===== config.mk =====
export PLATFORM = sky130hd
export DESIGN_NAME = bes_front
export DESIGN_NICKNAME = d
export VERILOG_FILES = /design/src/rtl/core/bes_pkg.sv /design/src/rtl/core/bes_front.sv
export SDC_FILE = /design/constraint.sdc
export NUM_CORES = 1
export LEC_CHECK = 0
export ABC_AREA = 0
export BUFFER_PORTS_ARGS = -buffer_cell sky130_fd_sc_hd__clkbuf_2
export CAP_MARGIN = 20
export CELL_PAD_IN_SITES_DETAIL_PLACEMENT = 1
export CELL_PAD_IN_SITES_GLOBAL_PLACEMENT = 1
export CORE_ASPECT_RATIO = 1.25
export CORE_MARGIN = 2
export CORE_UTILIZATION = 46
export CTS_CLUSTER_DIAMETER = 60
export DETAILED_ROUTE_END_ITERATION = 8
export GPL_ROUTABILITY_DRIVEN = 0
export MAX_ROUTING_LAYER = met4
export PLACE_DENSITY = 0.86
export SYNTH_ARGS = -nofsm -noshare
export SYNTH_HDL_FRONTEND = slang
export SYNTH_SLANG_ARGS = --single-unit

===== constraint.sdc =====
create_clock -name clk -period 5.25 [get_ports clk]
set_input_delay 0.7875 -clock clk [delete_from_list [all_inputs] [get_ports clk]]
set_output_delay 0.7875 -clock clk [all_outputs]
set_load 0.03 [all_outputs]

===== src/rtl/core/bes_pkg.sv =====
// bes_pkg: shared widths, action codes and transaction types of the
// bidirectional exponential smoother; used by every file under rtl/core
`timescale 1ns / 1ps
`default_nettype none

package bes_pkg;

  localparam int LINE_LEN   = 1024;
  localparam int IDX_W      = $clog2(LINE_LEN);
  localparam int SAMPLE_W   = 16;
  localparam int WEIGHT_W   = 16;
  localparam int DECAY_W    = 16;
  localparam int VALUE_W    = 24;
  localparam int TOTAL_W    = WEIGHT_W + 1;
  localparam int DIVIDEND_W = 42;
  localparam int CMDQ_DEPTH = 2;
  localparam int CMDQ_PTR_W = $clog2(CMDQ_DEPTH);
  localparam int ONE_Q16    = 65536;
  localparam int ROUND_HALF = 32768;
  localparam logic [DECAY_W-1:0] DECAY_RESET = 16'd32768;

  localparam logic [1:0] ACT_FWD_ADD = 2'd0;
  localparam logic [1:0] ACT_BWD_ADD = 2'd1;
  localparam logic [1:0] ACT_READ    = 2'd2;
  localparam logic [1:0] ACT_RESTART = 2'd3;

  typedef struct packed {
    logic [1:0]          action;
    logic [9:0]          position;
    logic [SAMPLE_W-1:0] sample_value;
    logic [WEIGHT_W-1:0] sample_weight;
  } in_item_t;

  typedef struct packed {
    logic [VALUE_W-1:0] blended_value;
    logic [TOTAL_W-1:0] total_weight;
  } out_item_t;

  // decoded command as it sits in the front queue
  typedef struct packed {
    logic                is_add;
    logic                is_bwd;
    logic                is_restart;
    logic [IDX_W-1:0]    position;
    logic [SAMPLE_W-1:0] sample;
    logic [WEIGHT_W-1:0] weight;
  } cmd_t;

  typedef struct packed {
    logic cmd_pop;
    logic init_clear;
  } back_status_t;

  typedef struct packed {
    logic                vld;
    logic [VALUE_W-1:0]  value;
    logic [WEIGHT_W-1:0] weight;
  } entry_t;

endpackage

`default_nettype wire


===== src/rtl/core/bes_front.sv =====
// bes_front: accepts input transactions, decodes the action and holds
// decoded commands in a short queue for the back end; uses bes_pkg
`timescale 1ns / 1ps
`default_nettype none

module bes_front (
  input  wire                        clk,
  input  wire                        rst_n,
  input  wire                        in_push,
  output logic                       in_full,
  input  wire bes_pkg::in_item_t     in_data,
  input  wire bes_pkg::back_status_t status,
  output logic                       cmd_valid,
  output bes_pkg::cmd_t              cmd
);

  bes_pkg::cmd_t queue_r [bes_pkg::CMDQ_DEPTH];
  logic [bes_pkg::CMDQ_PTR_W-1:0] wr_ptr_r, rd_ptr_r;
  logic [bes_pkg::CMDQ_PTR_W:0]   count_r, count_nxt;
  bes_pkg::cmd_t dec;
  logic push_ok;
  logic pop_ok;

  always_comb begin
    dec.is_add     = 1'b0;
    dec.is_bwd     = 1'b0;
    dec.is_restart = 1'b0;
    dec.position   = bes_pkg::IDX_W'(in_data.position);
    dec.sample     = in_data.sample_value;
    dec.weight     = in_data.sample_weight;
    case (in_data.action)
      bes_pkg::ACT_FWD_ADD: begin
        dec.is_add = 1'b1;
      end
      bes_pkg::ACT_BWD_ADD: begin
        dec.is_add = 1'b1;
        dec.is_bwd = 1'b1;
      end
      bes_pkg::ACT_READ: begin
        dec.is_add = 1'b0;
      end
      bes_pkg::ACT_RESTART: begin
        dec.is_restart = 1'b1;
      end
      default: begin
        dec.is_add = 1'b0;
      end
    endcase
  end

  // no transactions taken while the stores are cleared after reset
  assign in_full   = (count_r == (bes_pkg::CMDQ_PTR_W + 1)'(bes_pkg::CMDQ_DEPTH))
                     || status.init_clear;
  assign push_ok   = in_push && !in_full;
  assign cmd_valid = (count_r != '0);
  assign pop_ok    = status.cmd_pop && cmd_valid;
  assign cmd       = queue_r[rd_ptr_r];

  always_comb begin
    count_nxt = count_r;
    if (push_ok && !pop_ok) begin
      count_nxt = count_r + 1'b1;
    end else if (pop_ok && !push_ok) begin
      count_nxt = count_r - 1'b1;
    end
  end

  always_ff @(posedge clk) begin
    if (!rst_n) begin
      wr_ptr_r <= '0;
      rd_ptr_r <= '0;
      count_r  <= '0;
    end else begin
      count_r <= count_nxt;
      if (push_ok) begin
        wr_ptr_r <= wr_ptr_r + 1'b1;
      end
      if (pop_ok) begin
        rd_ptr_r <= rd_ptr_r + 1'b1;
      end
    end
  end

  always_ff @(posedge clk) begin
    if (push_ok) begin
      queue_r[wr_ptr_r] <= dec;
    end
  end

endmodule

`default_nettype wire


==> impl_metrics.yaml <==
synth:
  synth_nets: 219
  avgSynthCellArea_um2: 20.73
  yosysWarnings: 0
  synth.area.top_cells: "edfxtp_1, mux2_1, dfxtp_1, and2_1, buf_4"
  synth_cells: 169
  yosysSeqAreaShare_pct: 80.00
  synth_cell_types: 20
  synthesis.area_um2: 3503
  synth_top_cell_area_share_pct: 77.14
  synth_top_cell_by_area: "edfxtp_1"
  ys_ff_latch: 95
die:
  start_util_pct: 47.34
  rows: 35
  dieArea_um2: 8334
  ioPinCount: 96
  die_h_um: 101.6
  core_um2: 7401
  die_x_um: 82.06
clock_tree:
  cts_resized: 0
  hold_buffers: 0
  root_buffer: "clkbuf_8"
  clk_latency_ns: 0.35
  htreeDepth: 3
  postCtsSetupRepairBufs: 0
  cts_tree: "yes"
  numCtsBuffers: 9
  cts_sinks: 95
  clockBufferDepth: 2
  clk_pin_slew_ns: 0.08
worst_setup_path:
  r2r_slack_ns: 3.15
  slowest_stage: "dfxtp_2"
  cpLargestDelayFamily: "flip-flops"
  cp.depth: 3
  crit_chain: "buf_12, mux2_1, clkbuf_2"
  slowest_delay_ns: 0.51
  reg2reg_depth: 4
  crit_fanout: 36
  path_class: "register to output pin"
  cp.required_ns: 4.46
  critPathArrivalTime_ns: 1.70
  crit_buf_inv: 2
  cp-endpoint: "cmd[42]"
  crit_path_end_kind: "output pin"
  startpoint_type: "register"
  r2r_end: "queue_r[0][5]"
  r2r-start: "count_r[0]"
cells_and_area:
  final_common_cell: "clkbuf_2"
  fillers: 704
  design_area_um2: 4283
  areaGrowthSynthToFinish_pct: 22.25
  layout_common_cells: "clkbuf_2, edfxtp_1, mux2_1"
  nNetsFinal: 323
  layoutNonFillerInstCount: 370
  drive_above_1_share_pct: 41.37
  finalCoreUtilization_pct: 57.87
  diodes: 0
global_routing:
  grt_use_total_pct: 16.81
  antenna_found_initial: 0
  grt-busiest-layer: "met2"
  grt_use_met3_pct: 5.080
  grt_use_met2_pct: 28.39
  grt_start_max_net_pins: 46
  grt_pass1_wl_um: 9735
  grt_pass1_vias: 1915
  gr-usage-met1_pct: 18.17
  grt_overflow_total: 0
timing:
  finalHoldViolCount: 0
  fin_ws_ns: 2.759
  period_share_pct: 47.45
  worstMarginPinSlew_ns: 0.5138
  max_slew_margin_pct: 65.67
  whs_ns: 0.5404
  period_needed_ns: 2.491
  setup_violations: 0
  tns_ns: 0
  clock_skew_ns: 0.009009
  max_freq_ghz: 0.4014
  drv_slew: 0
  grt_setup_unrepaired: "no"
drt:
  post_drt_via_cell_ratio: 5.027
  firstDrtPassIters: 4
  wl_per_cell_um: 17.27
  drt-initial-drc-count: 87
  wl_um: 6390
  drc: 0
  final_antenna_net_count: 0
  vias: 1860
power:
  power_leakage_nw: 1.606
  totalPowerFinal_mw: 1.942
  irDropWorstVdd_mv: 0.2581
  cellPowerDensity_nw_per_um2: 453.5
hold_path:
  min-delay-path-class: "register to register"
place:
  place_ws_ns: 2.617
  placed_cell_area_um2: 4076
  dp_hpwl_um: 4316
  port_buffers: 95
  dp.cells: 352
job:
  cap_violations: 0
outcome:
  outcome: "completed"
## layer usage
metal	vias to the layer above	share of wire (%)
met2	60	53
met5	-	0
met3	8	5.3
met4	0	1.8
li1	867	-
met1	925	40
## power breakdown
group          internal [mW]  switching (mW)
sequential             0.904          0.0366
combinational          0.202           0.388
clock                  0.172           0.240
total                   1.28           0.665
## logic make-up (layout without fill, tap and decap cells)
family                   Yosys count  in the layout  synth area share [%]
AO/OA/AOI/OAI                      4              4                0.6428
XOR/XNOR                           3              3                0.7501
adder cells (fa/ha/maj)            1              1                0.3571
buffers and inverters              6            115                 1.107
flip-flops                        95             95                 80.00
multiplexers                      45             45                 14.46
AND/OR/NAND/NOR                   15             15                 2.679
## layout make-up
| cell class | count | area [um2] | share of cell area, % |
|---|---|---|---|
| well taps | 92 | 115.1 | 2.688 |
| multi-input cells | 68 | 670.6 | 15.66 |
| clock inverters | 5 | 35.03 | 0.8180 |
| flip-flops and latches | 95 | 2804 | 65.47 |
| inverters | 1 | 3.754 | 0.08764 |
| repair buffers | 98 | 523.0 | 12.21 |
| clock buffers | 11 | 131.4 | 3.067 |
## worst min path at each step
stage / cells past startpoint / end / from
finish: 2 / wr_ptr_r / wr_ptr_r
CTS: 2 / wr_ptr_r / wr_ptr_r
global placement: 2 / wr_ptr_r / wr_ptr_r
floorplan: 2 / wr_ptr_r / wr_ptr_r
global route: 2 / wr_ptr_r / wr_ptr_r
detailed placement: 2 / wr_ptr_r / wr_ptr_r
## state kept, by name (all words and copies together), names as in the netlist, named ones only
name	cells
queue_r	90
count_r	2
rd_ptr_r	1
wr_ptr_r	1
## Yosys cell counts
library cell	count
nand4b_1	1
buf_4	4
and2_1	5
nand2_1	1
mux2_1	45
and3_1	1
o21ai_0	1
inv_1	1
o21ai_1	2
or2_2	1
or3_1	1
a21boi_1	1
xnor2_1	2
edfxtp_1	90
ha_1	1
dfxtp_1	5
nand2b_1	2
xor2_1	1
nor2b_1	3
buf_2	1
## worst reg2reg max path, cell delays in order, from the launching register on
cell and delay, ns:
dfxtp_1 0.42, nand2b_1 0.19, and2_1 0.20, nor2b_4 0.49, buf_4 0.47
No activity file was read; power rests on OpenSTA's default activity.
